--- config.mk ---
export PLATFORM = sky130hd
export DESIGN_NAME = grid_step_motion_sequencer_flat
export DESIGN_NICKNAME = d
export VERILOG_FILES = /design/src/sv/gsms_pkg.sv /design/src/sv/gsms_cmd_if.sv /design/src/sv/gsms_res_if.sv /design/src/sv/gsms_cfg_regs.sv /design/src/sv/gsms_core.sv /design/src/sv/grid_step_motion_sequencer.sv /design/src/flat_wrapper.sv
export SDC_FILE = /design/constraint.sdc
export NUM_CORES = 1
export LEC_CHECK = 0
export ABC_AREA = 1
export BUFFER_PORTS_ARGS = -buffer_cell sky130_fd_sc_hd__buf_4
export CAP_MARGIN = 10
export CORE_MARGIN = 2
export CORE_UTILIZATION = 35
export DETAILED_ROUTE_END_ITERATION = 16
export GPL_TIMING_DRIVEN = 1
export PLACE_DENSITY = 0.62
export REMOVE_ABC_BUFFERS = 1
export SYNTH_ARGS = -nofsm -noshare
export SYNTH_HDL_FRONTEND = slang
export SYNTH_HIERARCHICAL = 1
export SYNTH_SLANG_ARGS = --single-unit
--- constraint.sdc ---
create_clock -name clk -period 4.7 [get_ports clk]
set_clock_uncertainty 0.05 [all_clocks]
set_input_delay 0.235 -clock clk [delete_from_list [all_inputs] [get_ports clk]]
set_output_delay 0.235 -clock clk [all_outputs]
set_load 0.03 [all_outputs]
--- src/sv/gsms_pkg.sv ---
package gsms_pkg;

  localparam int QUEUE_DEPTH_DEF = 3;
  localparam int CFG_INDEX_W     = 3;
  localparam int CFG_DATA_W      = 16;
  localparam int COORD_W         = 16;
  localparam int DUR_W           = 16;
  localparam int DRIVE_W         = 9;

  localparam logic [7:0] DUTY_MAX      = 8'd255;
  localparam logic [1:0] HEAD_TURN_CW  = 2'd1;
  localparam logic [1:0] HEAD_TURN_CCW = 2'd3;

  // command codes
  localparam logic [2:0] OP_TICK = 3'd0;
  localparam logic [2:0] OP_STEP = 3'd1;
  localparam logic [2:0] OP_FWD  = 3'd2;
  localparam logic [2:0] OP_BACK = 3'd3;
  localparam logic [2:0] OP_CW   = 3'd4;
  localparam logic [2:0] OP_CCW  = 3'd5;

  // headings
  localparam logic [1:0] HEAD_UP    = 2'd0;
  localparam logic [1:0] HEAD_RIGHT = 2'd1;
  localparam logic [1:0] HEAD_DOWN  = 2'd2;
  localparam logic [1:0] HEAD_LEFT  = 2'd3;

  // register indexes
  localparam logic [CFG_INDEX_W-1:0] REG_FWD_DUR   = 3'd0;
  localparam logic [CFG_INDEX_W-1:0] REG_ROT_DUR   = 3'd1;
  localparam logic [CFG_INDEX_W-1:0] REG_FWD_LEFT  = 3'd2;
  localparam logic [CFG_INDEX_W-1:0] REG_FWD_RIGHT = 3'd3;
  localparam logic [CFG_INDEX_W-1:0] REG_BCK_LEFT  = 3'd4;
  localparam logic [CFG_INDEX_W-1:0] REG_BCK_RIGHT = 3'd5;
  localparam logic [CFG_INDEX_W-1:0] REG_ROT_LEFT  = 3'd6;
  localparam logic [CFG_INDEX_W-1:0] REG_ROT_RIGHT = 3'd7;

  typedef enum logic [2:0] {
    ACT_IDLE = 3'd0,
    ACT_FWD  = 3'd1,
    ACT_BACK = 3'd2,
    ACT_CW   = 3'd3,
    ACT_CCW  = 3'd4
  } action_t;

  typedef struct packed {
    logic [DUR_W-1:0]          fwd_dur;
    logic [DUR_W-1:0]          rot_dur;
    logic signed [DRIVE_W-1:0] fwd_left;
    logic signed [DRIVE_W-1:0] fwd_right;
    logic signed [DRIVE_W-1:0] bck_left;
    logic signed [DRIVE_W-1:0] bck_right;
    logic signed [DRIVE_W-1:0] rot_left;
    logic signed [DRIVE_W-1:0] rot_right;
  } cfg_t;

  typedef struct packed {
    logic [2:0]                operation;
    logic signed [COORD_W-1:0] from_x;
    logic signed [COORD_W-1:0] from_y;
    logic signed [COORD_W-1:0] to_x;
    logic signed [COORD_W-1:0] to_y;
  } item_t;

  typedef struct packed {
    logic [2:0] running_action;
    logic [1:0] heading;
    logic       left_reverse;
    logic [7:0] left_duty;
    logic       right_reverse;
    logic [7:0] right_duty;
    logic       all_idle;
    logic       request_taken;
  } result_t;

  typedef struct packed {
    logic       rev;
    logic [7:0] duty;
  } drive_t;

  // Signed drive to direction level and clamped duty.
  function automatic drive_t drive_map(input logic signed [DRIVE_W:0] v);
    logic signed [DRIVE_W:0] mag;
    drive_t d;
    mag   = v[DRIVE_W] ? -v : v;
    d.rev = v[DRIVE_W];
    if (mag > $signed({2'b00, DUTY_MAX})) begin
      d.duty = DUTY_MAX;
    end else begin
      d.duty = mag[7:0];
    end
    return d;
  endfunction

endpackage

--- src/sv/gsms_cmd_if.sv ---
interface gsms_cmd_if import gsms_pkg::*; ();
  logic                      valid;
  logic                      ready;
  logic [2:0]                operation;
  logic signed [COORD_W-1:0] from_x;
  logic signed [COORD_W-1:0] from_y;
  logic signed [COORD_W-1:0] to_x;
  logic signed [COORD_W-1:0] to_y;

  modport source (output valid, operation, from_x, from_y, to_x, to_y, input ready);
  modport sink   (input valid, operation, from_x, from_y, to_x, to_y, output ready);
endinterface

--- src/sv/gsms_res_if.sv ---
interface gsms_res_if import gsms_pkg::*; ();
  logic       valid;
  logic       ready;
  logic [2:0] running_action;
  logic [1:0] heading;
  logic       left_reverse;
  logic [7:0] left_duty;
  logic       right_reverse;
  logic [7:0] right_duty;
  logic       all_idle;
  logic       request_taken;

  modport source (output valid, running_action, heading, left_reverse, left_duty,
                  right_reverse, right_duty, all_idle, request_taken, input ready);
  modport sink   (input valid, running_action, heading, left_reverse, left_duty,
                  right_reverse, right_duty, all_idle, request_taken, output ready);
endinterface

--- src/sv/gsms_cfg_regs.sv ---
module gsms_cfg_regs import gsms_pkg::*; (
  input  logic                   clk,
  input  logic                   rst,
  input  logic                   cfg_write,
  input  logic [CFG_INDEX_W-1:0] cfg_index,
  input  logic [CFG_DATA_W-1:0]  cfg_data,
  output cfg_t                   cfg
);

  // register file, all cleared at reset
  always_ff @(posedge clk) begin
    if (rst) begin
      cfg <= '0;
    end else if (cfg_write) begin
      case (cfg_index)
        REG_FWD_DUR:   cfg.fwd_dur   <= cfg_data[DUR_W-1:0];
        REG_ROT_DUR:   cfg.rot_dur   <= cfg_data[DUR_W-1:0];
        REG_FWD_LEFT:  cfg.fwd_left  <= cfg_data[DRIVE_W-1:0];
        REG_FWD_RIGHT: cfg.fwd_right <= cfg_data[DRIVE_W-1:0];
        REG_BCK_LEFT:  cfg.bck_left  <= cfg_data[DRIVE_W-1:0];
        REG_BCK_RIGHT: cfg.bck_right <= cfg_data[DRIVE_W-1:0];
        REG_ROT_LEFT:  cfg.rot_left  <= cfg_data[DRIVE_W-1:0];
        REG_ROT_RIGHT: cfg.rot_right <= cfg_data[DRIVE_W-1:0];
        default: ;
      endcase
    end
  end

endmodule

--- src/sv/gsms_core.sv ---
module gsms_core import gsms_pkg::*; #(
  parameter int QUEUE_DEPTH = QUEUE_DEPTH_DEF
) (
  input  logic    clk,
  input  logic    rst,
  input  logic    fire,
  input  item_t   item,
  input  cfg_t    cfg,
  output result_t result
);

  localparam int CNT_W = $clog2(QUEUE_DEPTH + 1);
  localparam int IDX_W = $clog2(QUEUE_DEPTH);
  localparam logic [CNT_W-1:0] DEPTH = CNT_W'(QUEUE_DEPTH);

  // machine state
  logic [1:0]       heading;
  action_t          act;
  logic [DUR_W-1:0] ticks;
  action_t          queue [QUEUE_DEPTH];
  logic [CNT_W-1:0] count;
  logic             left_rev, right_rev;
  logic [7:0]       left_duty, right_duty;

  logic [1:0]       heading_next;
  action_t          act_next;
  logic [DUR_W-1:0] ticks_next;
  action_t          queue_next [QUEUE_DEPTH];
  logic [CNT_W-1:0] count_next;
  logic             left_rev_next, right_rev_next;
  logic [7:0]       left_duty_next, right_duty_next;
  logic             taken;

  // working values
  action_t          qa [QUEUE_DEPTH];
  logic [CNT_W-1:0] cnta;
  logic             pop_req;
  logic             start;
  action_t          start_act;
  action_t          man_act;
  logic [DUR_W-1:0] tdec;
  logic signed [COORD_W:0] dx, dy;
  logic             tgt_ok;
  logic [1:0]       tgt, hdiff;
  action_t          seq [3];
  logic [1:0]       seq_n;
  logic [CNT_W-1:0] seq_cnt;
  drive_t           dl, dr;

  // step target from the cell difference
  always_comb begin
    dx = {item.to_x[COORD_W-1], item.to_x} - {item.from_x[COORD_W-1], item.from_x};
    dy = {item.to_y[COORD_W-1], item.to_y} - {item.from_y[COORD_W-1], item.from_y};
    tgt_ok = 1'b1;
    tgt    = HEAD_UP;
    if (dx == (COORD_W+1)'(1) && dy == '0) begin
      tgt = HEAD_RIGHT;
    end else if (dx == '1 && dy == '0) begin
      tgt = HEAD_LEFT;
    end else if (dx == '0 && dy == (COORD_W+1)'(1)) begin
      tgt = HEAD_UP;
    end else if (dx == '0 && dy == '1) begin
      tgt = HEAD_DOWN;
    end else begin
      tgt_ok = 1'b0;
    end
    hdiff = tgt - heading;
    seq[0] = ACT_FWD;
    seq[1] = ACT_FWD;
    seq[2] = ACT_FWD;
    case (hdiff)
      2'd1: begin
        seq[0] = ACT_CW;
        seq_n  = 2'd2;
      end
      2'd3: begin
        seq[0] = ACT_CCW;
        seq_n  = 2'd2;
      end
      2'd2: begin
        seq[0] = ACT_CW;
        seq[1] = ACT_CW;
        seq_n  = 2'd3;
      end
      default: seq_n = 2'd1;
    endcase
    seq_cnt = (CNT_W'(seq_n) < DEPTH) ? CNT_W'(seq_n) : DEPTH;
  end

  // manual command to queued action
  always_comb begin
    case (item.operation)
      OP_FWD:  man_act = ACT_FWD;
      OP_BACK: man_act = ACT_BACK;
      OP_CW:   man_act = ACT_CW;
      OP_CCW:  man_act = ACT_CCW;
      default: man_act = ACT_IDLE;
    endcase
  end

  // next state for one request
  always_comb begin
    heading_next    = heading;
    act_next        = act;
    ticks_next      = ticks;
    left_rev_next   = left_rev;
    right_rev_next  = right_rev;
    left_duty_next  = left_duty;
    right_duty_next = right_duty;
    taken           = 1'b0;
    for (int i = 0; i < QUEUE_DEPTH; i++) qa[i] = queue[i];
    cnta      = count;
    pop_req   = 1'b0;
    start_act = ACT_IDLE;
    tdec      = (ticks != '0) ? ticks - DUR_W'(1) : '0;

    case (item.operation)
      OP_TICK: begin
        if (act == ACT_IDLE) begin
          pop_req = (count != '0);
        end else begin
          ticks_next = tdec;
          if (tdec == '0) begin
            left_duty_next  = '0;
            right_duty_next = '0;
            if (act == ACT_CW) begin
              heading_next = heading + HEAD_TURN_CW;
            end else if (act == ACT_CCW) begin
              heading_next = heading + HEAD_TURN_CCW;
            end
            act_next = ACT_IDLE;
            pop_req  = (count != '0);
          end
        end
      end
      OP_STEP: begin
        if (act == ACT_IDLE && count == '0 && tgt_ok) begin
          for (int i = 0; i < QUEUE_DEPTH; i++) begin
            if (i < 3) qa[i] = seq[i];
          end
          cnta    = seq_cnt;
          taken   = 1'b1;
          pop_req = 1'b1;
        end
      end
      OP_FWD, OP_BACK, OP_CW, OP_CCW: begin
        if (count < DEPTH) begin
          qa[count[IDX_W-1:0]] = man_act;
          cnta  = count + CNT_W'(1);
          taken = 1'b1;
        end
        pop_req = (act == ACT_IDLE);
      end
      default: ;
    endcase

    // pop the head of the queue into the running slot
    start = pop_req;
    if (pop_req && cnta != '0) begin
      start_act = qa[0];
      for (int i = 0; i < QUEUE_DEPTH - 1; i++) qa[i] = qa[i+1];
      cnta = cnta - CNT_W'(1);
    end
    for (int i = 0; i < QUEUE_DEPTH; i++) queue_next[i] = qa[i];
    count_next = cnta;

    // start the popped action
    dl = '0;
    dr = '0;
    if (start) begin
      act_next = start_act;
      case (start_act)
        ACT_FWD: begin
          ticks_next = cfg.fwd_dur;
          dl = drive_map({cfg.fwd_left[DRIVE_W-1], cfg.fwd_left});
          dr = drive_map({cfg.fwd_right[DRIVE_W-1], cfg.fwd_right});
        end
        ACT_BACK: begin
          ticks_next = cfg.fwd_dur;
          dl = drive_map({cfg.bck_left[DRIVE_W-1], cfg.bck_left});
          dr = drive_map({cfg.bck_right[DRIVE_W-1], cfg.bck_right});
        end
        ACT_CW: begin
          ticks_next = cfg.rot_dur;
          dl = drive_map({cfg.rot_left[DRIVE_W-1], cfg.rot_left});
          dr = drive_map({cfg.rot_right[DRIVE_W-1], cfg.rot_right});
        end
        ACT_CCW: begin
          ticks_next = cfg.rot_dur;
          dl = drive_map(-$signed({cfg.rot_left[DRIVE_W-1], cfg.rot_left}));
          dr = drive_map(-$signed({cfg.rot_right[DRIVE_W-1], cfg.rot_right}));
        end
        default: begin
          act_next        = ACT_IDLE;
          ticks_next      = '0;
          left_duty_next  = '0;
          right_duty_next = '0;
        end
      endcase
      if (start_act != ACT_IDLE) begin
        left_rev_next   = dl.rev;
        left_duty_next  = dl.duty;
        right_rev_next  = dr.rev;
        right_duty_next = dr.duty;
      end
    end
  end

  // result of the request, from the updated state
  always_comb begin
    result.running_action = act_next;
    result.heading        = heading_next;
    result.left_reverse   = left_rev_next;
    result.left_duty      = left_duty_next;
    result.right_reverse  = right_rev_next;
    result.right_duty     = right_duty_next;
    result.all_idle       = (act_next == ACT_IDLE) && (count_next == '0);
    result.request_taken  = taken;
  end

  // control state
  always_ff @(posedge clk) begin
    if (rst) begin
      heading    <= HEAD_UP;
      act        <= ACT_IDLE;
      ticks      <= '0;
      count      <= '0;
      left_rev   <= 1'b0;
      right_rev  <= 1'b0;
      left_duty  <= '0;
      right_duty <= '0;
    end else if (fire) begin
      heading    <= heading_next;
      act        <= act_next;
      ticks      <= ticks_next;
      count      <= count_next;
      left_rev   <= left_rev_next;
      right_rev  <= right_rev_next;
      left_duty  <= left_duty_next;
      right_duty <= right_duty_next;
    end
  end

  // queue entries, valid below count only
  always_ff @(posedge clk) begin
    if (fire) begin
      for (int i = 0; i < QUEUE_DEPTH; i++) queue[i] <= queue_next[i];
    end
  end

endmodule

--- src/sv/grid_step_motion_sequencer.sv ---
// Grid step motion sequencer for a two-wheel drive.
// cmd channel: one request per item (tick, step request to an adjacent
//   cell, or manual forward / backward / clockwise / counterclockwise).
// res channel: exactly one result per request with the running action,
//   heading, both motor direction levels and duties, an idle flag and
//   whether the request was queued.
// cfg port: eight registers (durations and signed drives); the user writes them by
//   cfg_write / cfg_index / cfg_data only while the block is idle, unchecked by the block.
// A request is taken into the input register and its result is held in
//   the result register on res. Throughput: one request per cycle while res
//   is not held off; the whole update is a single registered pass through the core state logic.
// Stall: when res is held off, the result register keeps its value and
//   one more request is still taken into the input register; cmd.ready
//   drops only while both registers are full.
// Reset (rst, synchronous): heading up, idle, empty queue, duties zero,
//   all cfg registers zero; both channel registers empty.
module grid_step_motion_sequencer import gsms_pkg::*; #(
  parameter int QUEUE_DEPTH = QUEUE_DEPTH_DEF
) (
  input  logic                   clk,
  input  logic                   rst,
  gsms_cmd_if.sink               cmd,
  gsms_res_if.source             res,
  input  logic                   cfg_write,
  input  logic [CFG_INDEX_W-1:0] cfg_index,
  input  logic [CFG_DATA_W-1:0]  cfg_data
);

  cfg_t    cfg;
  item_t   in_item;
  logic    in_full;
  result_t core_res;
  result_t out_res;
  logic    out_full;
  logic    advance;

  gsms_cfg_regs u_cfg (
    .clk       (clk),
    .rst       (rst),
    .cfg_write (cfg_write),
    .cfg_index (cfg_index),
    .cfg_data  (cfg_data),
    .cfg       (cfg)
  );

  gsms_core #(
    .QUEUE_DEPTH (QUEUE_DEPTH)
  ) u_core (
    .clk    (clk),
    .rst    (rst),
    .fire   (advance),
    .item   (in_item),
    .cfg    (cfg),
    .result (core_res)
  );

  // request moves into the core when the result slot frees up
  assign advance   = in_full && (!out_full || res.ready);
  assign cmd.ready = !in_full || advance;

  always_ff @(posedge clk) begin
    if (rst) begin
      in_full  <= 1'b0;
      out_full <= 1'b0;
    end else begin
      if (cmd.ready) begin
        in_full <= cmd.valid;
      end
      if (advance) begin
        out_full <= 1'b1;
      end else if (res.ready) begin
        out_full <= 1'b0;
      end
    end
  end

  // payload registers
  always_ff @(posedge clk) begin
    if (cmd.valid && cmd.ready) begin
      in_item.operation <= cmd.operation;
      in_item.from_x    <= cmd.from_x;
      in_item.from_y    <= cmd.from_y;
      in_item.to_x      <= cmd.to_x;
      in_item.to_y      <= cmd.to_y;
    end
    if (advance) begin
      out_res <= core_res;
    end
  end

  assign res.valid          = out_full;
  assign res.running_action = out_res.running_action;
  assign res.heading        = out_res.heading;
  assign res.left_reverse   = out_res.left_reverse;
  assign res.left_duty      = out_res.left_duty;
  assign res.right_reverse  = out_res.right_reverse;
  assign res.right_duty     = out_res.right_duty;
  assign res.all_idle       = out_res.all_idle;
  assign res.request_taken  = out_res.request_taken;

endmodule

--- src/flat_wrapper.sv ---
// flat-port wrapper written by rule: the top's interface ports become plain ports
module grid_step_motion_sequencer_flat import gsms_pkg::*;
#(
  parameter int QUEUE_DEPTH = QUEUE_DEPTH_DEF
)
  (clk, rst, cfg_write, cfg_index, cfg_data, cmd_valid, cmd_operation, cmd_from_x, cmd_from_y, cmd_to_x, cmd_to_y, cmd_ready, res_valid, res_running_action, res_heading, res_left_reverse, res_left_duty, res_right_reverse, res_right_duty, res_all_idle, res_request_taken, res_ready);
  gsms_cmd_if cmd_i ();
  gsms_res_if res_i ();
  input  logic clk;
  input  logic rst;
  input  logic cfg_write;
  input  logic [CFG_INDEX_W-1:0] cfg_index;
  input  logic [CFG_DATA_W-1:0] cfg_data;
  input wire logic [$bits(cmd_i.valid)-1:0] cmd_valid;
  input wire logic [$bits(cmd_i.operation)-1:0] cmd_operation;
  input wire logic [$bits(cmd_i.from_x)-1:0] cmd_from_x;
  input wire logic [$bits(cmd_i.from_y)-1:0] cmd_from_y;
  input wire logic [$bits(cmd_i.to_x)-1:0] cmd_to_x;
  input wire logic [$bits(cmd_i.to_y)-1:0] cmd_to_y;
  output wire logic [$bits(cmd_i.ready)-1:0] cmd_ready;
  output wire logic [$bits(res_i.valid)-1:0] res_valid;
  output wire logic [$bits(res_i.running_action)-1:0] res_running_action;
  output wire logic [$bits(res_i.heading)-1:0] res_heading;
  output wire logic [$bits(res_i.left_reverse)-1:0] res_left_reverse;
  output wire logic [$bits(res_i.left_duty)-1:0] res_left_duty;
  output wire logic [$bits(res_i.right_reverse)-1:0] res_right_reverse;
  output wire logic [$bits(res_i.right_duty)-1:0] res_right_duty;
  output wire logic [$bits(res_i.all_idle)-1:0] res_all_idle;
  output wire logic [$bits(res_i.request_taken)-1:0] res_request_taken;
  input wire logic [$bits(res_i.ready)-1:0] res_ready;
  assign cmd_i.valid = cmd_valid;
  assign cmd_i.operation = cmd_operation;
  assign cmd_i.from_x = cmd_from_x;
  assign cmd_i.from_y = cmd_from_y;
  assign cmd_i.to_x = cmd_to_x;
  assign cmd_i.to_y = cmd_to_y;
  assign cmd_ready = cmd_i.ready;
  assign res_valid = res_i.valid;
  assign res_running_action = res_i.running_action;
  assign res_heading = res_i.heading;
  assign res_left_reverse = res_i.left_reverse;
  assign res_left_duty = res_i.left_duty;
  assign res_right_reverse = res_i.right_reverse;
  assign res_right_duty = res_i.right_duty;
  assign res_all_idle = res_i.all_idle;
  assign res_request_taken = res_i.request_taken;
  assign res_i.ready = res_ready;
  grid_step_motion_sequencer #(.QUEUE_DEPTH(QUEUE_DEPTH)) u_core (.clk(clk), .rst(rst), .cmd(cmd_i), .res(res_i), .cfg_write(cfg_write), .cfg_index(cfg_index), .cfg_data(cfg_data));
endmodule
=== Word-level counts from Yosys, hierarchy flattened ===
Memory sizes are Yosys's and may differ from the RTL's.
Cells that the tools add are included.

* Bits in registers: 221
* Memory bits (writable): 9
* Bits of input ports: 91
* Output and inout port bits: 27
* Word-level logic and storage cells: 216
* Memories: 1

* $add $sub $neg: 16
* Order comparisons: 12
* Equality and inequality tests: 26
* Mux-type cells: 84
* Bitwise operators: 1
* Reduce and logical (&&, ||, !) cells: 45

{| class="wikitable"
|+ Memory list
! name !! words !! width !! read ports !! clocked after memory_dff !! wr ports !! line !! source
|-
| u_core.u_core.queue || 3 || 3 || 3 || 0 || 3 || gsms_core.sv:20 || <nowiki>action_t queue [QUEUE_DEPTH];</nowiki>
|}

{| class="wikitable"
|+ Operators with widths
! operator !! count
|-
| $mux 8 || 20
|-
| $gt 10x9->1 const B || 8
|-
| $mux 10 || 8
|-
| $pmux 9 s4 || 2
|-
| $mux 16 || 4
|-
| $neg 9->10 || 6
|-
| $eq 17x17->1 const B || 2
|-
| $eq 17x2->1 const B || 2
|-
| $logic_not 17->1 || 2
|-
| $sub 16x16->17 || 2
|-
| $pmux 16 s2 || 1
|-
| $mux 2 || 14
|-
| $eq 3x3->1 const B || 8
|-
| $eq 3x2->1 const B || 7
|-
| $mux 3 || 7
|-
| $neg 10->10 || 2
|-
| $mux 9 || 2
|-
| $pmux 9 s2 || 1
|-
| $logic_not 16->1 || 1
|-
| $mux 1 || 16
|-
| $reduce_and 2->1 || 8
|-
| $reduce_bool 16->1 || 1
|-
| $sub 16x1->16 const B || 1
|-
| $logic_not 3->1 || 4
|-
| other kinds (29) || 55
|}

=== Depth between registers and ports, before layout ===
Gate-level depths: netlist (run 1).

* Word-level depth: 24
* Mapped depth: 38
* Gate-level depth less buffers: 37

=== By module ===
Netlist (run 1), hierarchy kept.

{| class="wikitable"
|+ Modules (own cells, without submodules)
! module !! instances !! cells an instance !! area an instance (um^2) !! sequential area each (um^2)
|-
| gsms_core || 1 || 1669 || 8944.8 || 1091.0
|-
| gsms_cfg_regs || 1 || 495 || 3435.8 || 1721.7
|-
| grid_step_motion_sequencer || 1 || 104 || 2854.0 || 2802.7
|}

=== Least setup slack after synthesis (run 1) ===
No wires, ideal clock.

* Path type: flip-flop to flip-flop
* Start: register u_core/in_item[32] in the netlist's numbering
* End: register u_core.out_res (netlist bit u_core/res.right_reverse), data pin
* Library setup time: 251 ps
* Arrival: 4184 ps
* Required time: 4399 ps
* Setup slack: 214 ps
* Stages on the path, launching flop included: 37
* Buffers on the path: 4
* Period minus slack after synthesis: 4486 ps
* Cells stage by stage: edfxtp_1 > ha_1 > fa_1 > inv_1 > nand3_1 > nand2_2 > nand2_1 > nand2_1 > nand2_1 > nand2_1 > nand2_1 > nand2_1 > nand2_1 > nor2_2 > nand2_1 > inv_1 > nand4_1 > o21a_1 > ha_1 > inv_1 > nand2_1 > nand2_1 > o21ai_0 > inv_1 > ha_1 > inv_1 > nand2_4 > clkinv_2 > buf_8 > nand3_4 > buf_6 > buf_2 > nand4_1 > nand2_1 > nor2_1 > nand2_1 > buf_4

* Word-level cells in the longest chain between the ends: 22
* Elaborated cells on any way between the ends: 44
* Those cells by class: add/sub (2); order compare (1); eq/ne (9); mux (21); reduce/logical (11)

{| class="wikitable"
|+ RTL lines
! what !! line !! source
|-
| start: declaration || grid_step_motion_sequencer.sv:30 || <nowiki>item_t in_item;</nowiki>
|-
| $sub 16x16->17 * || gsms_core.sv:53 || <nowiki>dy = {item.to_y[COORD_W-1], item.to_y} - {item.from_y[COORD_W-1], item.from_y};</nowiki>
|-
| $eq 17x17->1 || gsms_core.sv:62 || <nowiki>end else if (dx == '0 && dy == '1) begin</nowiki>
|-
| $logic_and 1x1->1 || gsms_core.sv:62 ||
|-
| $mux 2 || gsms_core.sv:62 ||
|-
| $mux 2 || gsms_core.sv:60 || <nowiki>end else if (dx == '0 && dy == (COORD_W+1)'(1)) begin</nowiki>
|-
| $mux 2 || gsms_core.sv:58 || <nowiki>end else if (dx == '1 && dy == '0) begin</nowiki>
|-
| $mux 2 || gsms_core.sv:56 || <nowiki>if (dx == (COORD_W+1)'(1) && dy == '0) begin</nowiki>
|-
| $sub 2x2->2 || gsms_core.sv:67 || <nowiki>hdiff = tgt - heading;</nowiki>
|-
| [7 not listed] || - ||
|-
| $reduce_bool 2->1 || gsms_core.sv:159 || <nowiki>if (pop_req && cnta != '0) begin</nowiki>
|-
| $logic_and 1x1->1 || gsms_core.sv:159 ||
|-
| $mux 3 || gsms_core.sv:159 ||
|-
| $eq 3x3->1 (tied with other cells) || gsms_core.sv:172 || <nowiki>case (start_act)</nowiki>
|-
| $pmux 9 s4 || gsms_core.sv:172 ||
|-
| $mux 1 || gsms_core.sv:200 || <nowiki>if (start_act != ACT_IDLE) begin</nowiki>
|-
| $mux 1 * || gsms_core.sv:170 || <nowiki>if (start) begin</nowiki>
|-
| named net u_core.u_core.right_rev_next || gsms_core.sv:30 || <nowiki>logic left_rev_next, right_rev_next;</nowiki>
|-
| end signal: assignment || grid_step_motion_sequencer.sv:87 || <nowiki>out_res <= core_res;</nowiki>
|-
| end: declaration || grid_step_motion_sequencer.sv:33 || <nowiki>result_t out_res;</nowiki>
|}

Mark *: on every way through the listed nets, which the timed path passes. The rest lies on a longest branch.
A chain may end at the register's enable or synchronous reset.

==> results.toml, run 1 <==
[outcome]
outcome = "complete, no violations"

[power]
powerDensity_mw_per_mm2 = 320.3
intPower_uw = 4043
p_leak_uw = 0.009066
p_sw_share_pct = 33.60
clockPowerShare_pct = 34.5
peakVddDrop_mv = 0.2067
share_comb_of_total_power_pct = 27.8
p_switching_uw = 2046
seqPwrFrac_pct = 37.7

[layout]
drive_above_1_share_pct = 14.89
final_util_pct = 44.24
area_growth_pct = 24.80
diodes = 0
nNetsFinal = 2618
finish.instance_area_mm2 = 0.01901
nFillCells = 4321

[clock_network]
cts_buffer_depth = 3
cts.clk_slew.worst_paths_ps = 60
cts_sinks = 230
cts_buffers = 29
htreeDepth = 1
clockRootBuffer = "clkbuf_16"
cts_tree = "yes"
worst_skew_pair.late_latency_ps = 580

[min_path]
min_path_type = "input port to register"

[global_routing]
use_met2_pct = 32.84
met1_usage_pct = 24.45
grt.total_usage_pct = 18.80
grt-busiest-layer = "met2"
antenna_found_initial = 0
grt_max_degree = 80
grt.overflow.total = 0
met3_usage_pct = 2.171
grt_pass1_wl_mm = 69.39
grt_pass1_vias = 14056

[sta]
period_share_pct = 98.01
slew_violations = 0
timing.final.ws_setup_ps = 93.41
setup_viol = 0
final_hold_viol_count = 0
rsz0062_at_grt = "yes"
min_period_ps = 4607
max_freq_mhz = 217.1
slew_headroom_pct = 36.88
worst_pin_slew_ps = 945.4

[place]
place_ws_ps = -231.8
place.gp.congestion = 0.9253
buffer_ports.inserted = 117
postPlaceCellArea_mm2 = 0.01674
dp_hpwl_mm = 30.80

[synthesis]
synth-warning-count = 6
ys_ff_latch = 230
syn_area_mm2 = 0.01523
syn_avg_cell_area_um2 = 6.717
netlist.area_leader.share_pct = 19.91
yosysSeqAreaShare_pct = 36.86
syn_inst = 2268
synth_top_flop_cell = "dfxtp_1"
synth.distinct_cells = 53
synth_edf_count = 101
synth_area_leader_cell = "edfxtp_1"
synthTopCellsByArea = "edfxtp_1, dfxtp_1, nand2_1"
async_flop_share_pct = 0

[floorplan]
dieHeight_um = 212.6
rows = 76
die_w_um = 212.6
ios = 118
core_mm2 = 0.04298
initial_core_util_pct = 35.44
dieArea_mm2 = 0.04521

[critical_path]
cp.required_ps = 4950
cpMostUsedCell = "nand2_2"
critical_path_class = "register to register"
critPathSlowestCell = "edfxtp_1"
cp.arrival_ps = 4860
critPathMaxFanout = 5
startpoint_type = "register"
critPathCaptureType = "register"
slowest_delay_ps = 390

[route]
ant_nets = 0
route.detailed.drc = 0
drt_pass1_iterations = 6
post_drt_wl_per_cell_um = 14.25
vias = 15071
first_iter_violations = 1278
via_per_inst = 4.887
wl_mm = 43.96

[job]
maxCapViolCount = 0
## stage by stage
stage	cells	hold WS (ps)	power, µW	TNS, ps
floorplan	2197	247.4	3366	-24520
global placement	2927	364.9	3822	-1717
detailed placement	2927	364.3	3834	-6923
CTS	3058	62.00	6020	0
global route	3084	104.6	6440	-5945
finish	3084	85.55	6089	0
## placed cells by master (no fill, tap or decap), drive strengths merged, types with 16 or more instances in the layout
cell           n
a21oi         53
buf          167
clkbuf        43
dfxtp        129
dlygate4sd3   77
edfxtp       101
ha            49
inv          322
nand2        620
nand3        277
nand4         79
nor2         370
nor3          34
o211ai        19
o21ai         49
or2           16
xor2          21
## worst paths after layout
check	slack [ps]	end	startpoint	cells past startpoint
setup / recovery	90	u_core/res.left_duty[0]	u_core/in_item[48]	32
hold / removal	90	u_core/u_cfg/cfg[13]	cfg_index[0]	5
setup reg to reg	90	u_core/res.left_duty[0]	u_core/in_item[48]	32
hold reg to reg	430	u_core/u_cfg/cfg[62]	u_core/u_cfg/cfg[62]	2
## final cells by class
cell class | instances | area (µm²) | share of cell area (%)
clock buffers | 39 | 795.8 | 4.185
clock inverters | 15 | 92.59 | 0.4870
inverters | 319 | 1205 | 6.337
multi-input cells | 1648 | 8318 | 43.75
flip-flops and latches | 230 | 5615 | 29.53
well taps | 585 | 732.0 | 3.850
repair buffers | 248 | 2255 | 11.86
## power by group through the flow
stage               Clock [µW]  Sequential [µW]  Combinational, µW
finish                    2100             2300               1690
global route              2230             2310               1900
CTS                       2160             2300               1570
detailed placement           0             2340               1500
global placement             0             2330               1490
floorplan                    0             2350               1020
## flip-flops by register name, summed over array words and instances, names as in the netlist, 2 cells and up
name and flops:
u_core/u_cfg/cfg 86, u_core/in_item 67, u_core/u_core/ticks 16, u_core/u_core/queue 9, u_core/res.left_duty 8, u_core/res.right_duty 8, u_core/u_core/left_duty 8, u_core/u_core/right_duty 8
u_core/res.running_action 3, u_core/u_core/act 3, u_core/res.heading 2, u_core/u_core/count 2, u_core/u_core/heading 2
## synthesized netlist by cell type (11+ instances only)
library cell  count
edfxtp_1        101
nand4_1          78
ha_1             49
clkbuf_1         23
or2_2            16
a21oi_1          51
inv_1           303
nor3_1           32
buf_2            26
nand3_2          14
dfxtp_1         129
o211ai_1         19
nor2_1          353
nand3b_1         14
o21ai_0          45
nand2_1         609
inv_2            12
xor2_1           21
nand3_1         260
nor2_2           11
## cells by family after synthesis
group,Yosys count,synth area share (%)
buffers and inverters,390,10.30
flip-flops,230,36.86
adder cells (fa/ha/maj),51,4.287
multiplexers,4,0.2710
AND/OR/NAND/NOR,1421,41.19
XOR/XNOR,22,1.265
AO/OA/AOI/OAI,150,5.831
## worst max-delay path, delay by kind of cell, from the launching register on
kind,cells,cell delay [ps]
buf+inv,7,640
simple gates,19,1790
fa+ha+maj,4,1080
flops,1,390
compound gates,2,360
## per-layer routing
| metal | routed length, µm | vias up | share of wire [%] |
|---|---|---|---|
| met4 | 992 | 0 | 2.3 |
| met5 | 0 | - | 0 |
| met3 | 2039 | 76 | 4.6 |
| met1 | 19840 | 6854 | 45 |
| li1 | - | 7762 | - |
| met2 | 21090 | 379 | 48 |
## timing repair
item | 4_1_cts | 5_1_grt
hold endpoints to repair | 83 | 0
gates resized for setup | 15 | 82
setup buffers | 0 | 21
pin swaps | 0 | 44
endpoints found under the setup margin | 53 | 57
hold buffers | 77 | 0
cloned | 0 | 5
(Power assumes the default switching activity.)
==> run 2: changes to the inputs <==
--- a/config.mk
+++ b/config.mk
@@ -9,9 +9,9 @@
 export BUFFER_PORTS_ARGS = -buffer_cell sky130_fd_sc_hd__buf_4
 export CAP_MARGIN = 10
-export CORE_MARGIN = 2
-export CORE_UTILIZATION = 35
+export CORE_MARGIN = 8
+export CORE_UTILIZATION = 44
 export DETAILED_ROUTE_END_ITERATION = 16
 export GPL_TIMING_DRIVEN = 1
-export PLACE_DENSITY = 0.62
+export PLACE_DENSITY = 0.73
 export REMOVE_ABC_BUFFERS = 1
 export SYNTH_ARGS = -nofsm -noshare
==> constraint.sdc (replaced) <==
create_clock -name clk -period 4.7 [get_ports clk]
set_clock_uncertainty 0.05 [all_clocks]
set_input_delay 0.47 -clock clk [delete_from_list [all_inputs] [get_ports clk]]
set_output_delay 0.47 -clock clk [all_outputs]
set_load 0.03 [all_outputs]
==> run 2 against run 1 <==
- final cell count shrank 7.3%
- die area shrank 9.7%
- sequential power is essentially flat
- maximum frequency grew 2.5%
- via count shrank 2.5%
- critical path type unchanged
- global-route usage grew 0.30 points
- critical endpoint is now u_core/u_core/ticks[12]
- clock power grew 2%
- largest cell class unchanged
- worst hold slack lost 37 ps
==> results.toml, run 2 (same netlist as run 1, synthesis figures left out) <==
[outcome]
outcome = "complete, no violations"

[critical_path]
cp.required_ps = 5140
path_buf_inv = 7
slowest_delay_ps = 490
crit_family = "simple AND/OR/NAND/NOR gates"
critPathCaptureType = "register"
startpoint_type = "register"
critical_path_class = "register to register"
cp.arrival_ps = 4930
critPathSlowestCell = "fa_2"
critPathMaxFanout = 8

[layout]
largestRegisters = "u_core/u_cfg/cfg: 86 flops, u_core/in_item: 67 flops, u_core/u_core/ticks: 16 flops"
layout.cells.non_filler = 2860
top_register = "u_core/u_cfg/cfg"
nNetsFinal = 2525
register_area_mm2 = 0.005615
area_growth_pct = 18.38
drive_above_1_share_pct = 15.68
largest_register_ffs = 86
final_common_cell = "nand2_1"
layout_common_cells = "nand2_1, nor2_1, inv_1"
diodes = 0
multi_input_area_mm2 = 0.008432
nFillCells = 3303

[sta]
slew_violations = 0
min_period_ps = 4495
timing.final.ws_setup_ps = 205.5
max_freq_mhz = 222.5
setup_viol = 0
worst_pin_slew_ps = 937.6
final_hold_viol_count = 0
period_share_pct = 95.63
slew_headroom_pct = 37.49

[min_path]
min_path_type = "input port to register"

[clock_network]
clockRootBuffer = "clkbuf_16"
cts_buffer_depth = 3
cts_tree = "yes"
cts.clk_slew.worst_paths_ps = 60
htreeDepth = 1
cts_hold_buf = 0
cts_sinks = 230
cts_buffers = 28
worst_skew_pair.late_latency_ps = 540

[route]
via_per_inst = 5.140
post_drt_wl_per_cell_um = 14.55
drt_pass1_iterations = 6
vias = 14699
first_iter_violations = 1071
wl_mm = 41.60
route.detailed.drc = 0
ant_nets = 0

[global_routing]
antenna_found_initial = 0
grt_max_degree = 68
grt_pass1_vias = 13583
grt_pass1_wl_mm = 66.38
grt.overflow.total = 0
grt.total_usage_pct = 19.10

[floorplan]
dieArea_mm2 = 0.04083
rows = 68
initial_core_util_pct = 44.43
die_w_um = 202.1
dieHeight_um = 202.1
ios = 118
core_mm2 = 0.03429

[power]
peakVddDrop_mv = 0.2740
p_leak_uw = 0.008645
powerDensity_mw_per_mm2 = 335.4

[job]
maxCapViolCount = 0

[place]
buffer_ports.inserted = 117
place.gp.congestion = 0.9397
dpl.cell_count = 2795
dp_hpwl_mm = 30.20
place_ws_ps = -229.7
-- run 2: cell types whose count changed in the layout (fill, tap and decap cells not counted), sizes merged, moves of 3 or more --
cell and change:
buf -15, clkbuf -5, dlygate4sd3 -77, nor2 +3
-- run 2: worst paths after layout --
kind,end,cells after the start,slack [ps],startpoint
worst max-delay path,u_core/u_core/ticks[12],29,210,u_core/in_item[32]
worst min-delay path,u_core/in_item[66],1,50,cmd_operation[2]
worst max register to register,u_core/u_core/ticks[12],29,210,u_core/in_item[32]
worst min register to register,u_core/u_cfg/cfg[83],2,430,u_core/u_cfg/cfg[83]
-- run 2: stage by stage --
step / hold slack (ps) / setup TNS (ps) / total power, µW / utilization, % / cell area (µm²)
5_1_grt: 18.20 / -557.6 / 6383 / 52.60 / 18030
2_1_floorplan: 405.4 / -25140 / 3366 / - / 14860
3_5_place_dp: 423.0 / -8988 / 3820 / 48.41 / 16600
4_1_cts: 23.07 / 0 / 6006 / 51.37 / 17610
6_report: 48.78 / 0 / 6049 / 52.60 / 18030
3_3_place_gp: 415.0 / -3366 / 3794 / 48.41 / 16600
-- run 2: worst reg2reg max path: cells and delay by family (launching register included) --
kind                       cells  cell delay [ps]
adders and majority gates      3              880
and+or+nand+nor               16             1750
DFF                            1              400
buffers and inverters          7              810
AOI/OAI and AO/OA              2              360
xor gates and xnor gates       1              200
-- run 2: layout make-up --
type                    instances  share of cell area (%)
clock buffers                  37                   4.475
clock inverters                15                  0.6799
inverters                     319                   6.681
multi-input cells            1651                   46.75
flip-flops and latches        230                   31.14
well taps                     455                   3.157
repair buffers                153                   7.118
-- run 2: power by group --
part / internal (µW) / switching, µW
Sequential: 2220 / 74.5
Combinational: 561 / 1050
Clock: 1270 / 870
-- run 2: layer usage --
layer  share of wire (%)  GRT usage (%)  wire (µm)  up-vias
li1                    -              -          -     7579
met5                   0              0          0        -
met3                 5.0          2.722       2095       88
met1                  43          23.54      17880     6629
met2                  49          33.56      20290      403
met4                 3.2          6.757       1339        0
-- run 2: what timing repair did --
action / in CTS / in global routing
gates resized for setup: 12 / 100
pin swaps: 3 / 42
buffers inserted: 2 / 7
cloned: 2 / 3
setup endpoints to repair: 53 / 57
hold endpoints to repair: 0 / 0
==> run 3: changes to the inputs <==
CORE_ASPECT_RATIO = 1.25   (was unset)
==> run 3 against run 2 <==
- total power decreased by 1.6%
- utilization about the same
- combinational power about the same
==> results.toml, run 3 (same netlist as run 1, synthesis figures left out) <==
[clock_network]
worst_skew_pair.late_latency_ps = 550
cts_sinks = 230
cts_tree = "yes"
cts.clk_slew.worst_paths_ps = 60
cts_buffers = 26
cts_buffer_depth = 3
htreeDepth = 1
clockRootBuffer = "clkbuf_16"

[power]
p_leak_uw = 0.008652
seqPwrFrac_pct = 38.6
share_comb_of_total_power_pct = 27.6
p_switching_uw = 1969
p_sw_share_pct = 33.09
powerDensity_mw_per_mm2 = 329.6
peakVddDrop_mv = 0.2350
clockPowerShare_pct = 33.9
intPower_uw = 3981

[critical_path]
cp.required_ps = 4950
crit_family = "simple AND/OR/NAND/NOR gates"
startpoint_type = "register"
critical_path_class = "register to register"
cpMostUsedCell = "nand2_1"
cp.arrival_ps = 4780
critPathSlowestCell = "edfxtp_1"
slowest_delay_ps = 410
reg2reg_depth = 33
critPathCaptureType = "register"
r2r_end = "u_core/res.left_duty[2]"
reg2reg_slack_ps = 160
cp_num_cells = 33
path_buf_inv = 7
rr_startpoint = "u_core/in_item[32]"
critPathMaxFanout = 8

[global_routing]
grt.total_usage_pct = 19.57
met1_usage_pct = 23.24
grt_pass1_vias = 13693
grt.overflow.total = 0
met3_usage_pct = 2.756
antenna_found_initial = 0
use_met2_pct = 34.94
grt_pass1_wl_mm = 67.27
grt_max_degree = 64
grt-busiest-layer = "met2"

[min_path]
holdPathStages = 1
min_to = "u_core/in_item[42]"
hp-start = "cmd_from_y[10]"
min_path_type = "input port to register"

[route]
drt_pass1_iterations = 7
wl_mm = 41.83
vias = 14820
via_per_inst = 5.153
post_drt_wl_per_cell_um = 14.54
ant_nets = 0
first_iter_violations = 1048
route.detailed.drc = 0

[layout]
largestRegisters = "u_core/u_cfg/cfg: 86 flops, u_core/in_item: 67 flops, u_core/u_core/ticks: 16 flops"
final_common_cell = "nand2_1"
layout_common_cells = "nand2_1, nor2_1, inv_1"
largest_register_ffs = 86
finish.instance_area_mm2 = 0.01805
area_growth_pct = 18.50
nNetsFinal = 2530
top_register = "u_core/u_cfg/cfg"
diodes = 0
drive_above_1_share_pct = 15.78

[floorplan]
core_mm2 = 0.03433
rows = 76
die_w_um = 182.4
ios = 118
dieHeight_um = 224.0
initial_core_util_pct = 44.38
dieArea_mm2 = 0.04087

[place]
place_ws_ps = -19.53
postPlaceCellArea_mm2 = 0.01668
dp_hpwl_mm = 30.43
buffer_ports.inserted = 117
place.gp.congestion = 0.9603

[sta]
setup_tns_ps = 0
worst_pin_slew_ps = 876.1
timing.final.ws_setup_ps = 164.8
min_period_ps = 4535
max_freq_mhz = 220.5
slew_headroom_pct = 41.38
rsz0062_at_grt = "yes"
period_share_pct = 96.49
setup_viol = 0
slew_violations = 0
final_hold_viol_count = 0

[job]
maxCapViolCount = 0

[outcome]
outcome = "complete, no violations"
## run 3: worst max path at each step
stage / startpoint / endpoint / slack [ps]
floorplan: res_ready / u_core/u_core/ticks[0] / -1610
global placement: u_core/in_item[48] / u_core/res.left_duty[6] / 30
detailed placement: u_core/in_item[23] / u_core/u_core/left_duty[6] / -20
CTS: u_core/in_item[32] / u_core/u_core/left_duty[6] / 40
global route: u_core/in_item[32] / u_core/u_core/right_duty[1] / -100
finish: u_core/in_item[32] / u_core/res.left_duty[2] / 160
## run 3: stage by stage
step | power [µW] | util [%] | hold slack [ps] | std cells
4_1_cts | 5884 | 51.12 | 16.61 | 2860
3_3_place_gp | 3824 | 48.60 | 413.6 | 2812
5_1_grt | 6274 | 52.59 | 26.06 | 2876
6_report | 5950 | 52.59 | 44.92 | 2876
2_1_floorplan | 3366 | - | 405.4 | 2197
3_5_place_dp | 3847 | 48.60 | 422.9 | 2812
## run 3: repair_timing
action	in CTS	in global routing
buffers inserted	0	14
setup endpoints to repair	6	58
hold buffers	0	0
gates cloned	0	4
hold endpoints to repair	0	0
pin swaps	0	30
gates resized for setup	2	102
## run 3: layout make-up
class	count	area [µm²]
flip-flops and latches	230	5615
multi-input cells	1649	8401
clock inverters	10	55.05
clock buffers	38	800.8
well taps	468	585.6
repair buffers	162	1393
inverters	319	1202
fillers	3333	16280
## run 3: power groups by stage
| stage | Clock (µW) | Sequential, µW | Combinational, µW |
|---|---|---|---|
| CTS | 2070 | 2290 | 1520 |
| global placement | 0 | 2330 | 1490 |
| detailed placement | 0 | 2330 | 1510 |
| floorplan | 0 | 2350 | 1020 |
| global route | 2140 | 2310 | 1830 |
| finish | 2020 | 2290 | 1640 |
## run 3: per-layer routing
layer,vias up,part of all wire (%)
met1,6719,42
li1,7579,-
met4,0,3.3
met2,427,50
met5,-,0
met3,95,5.2
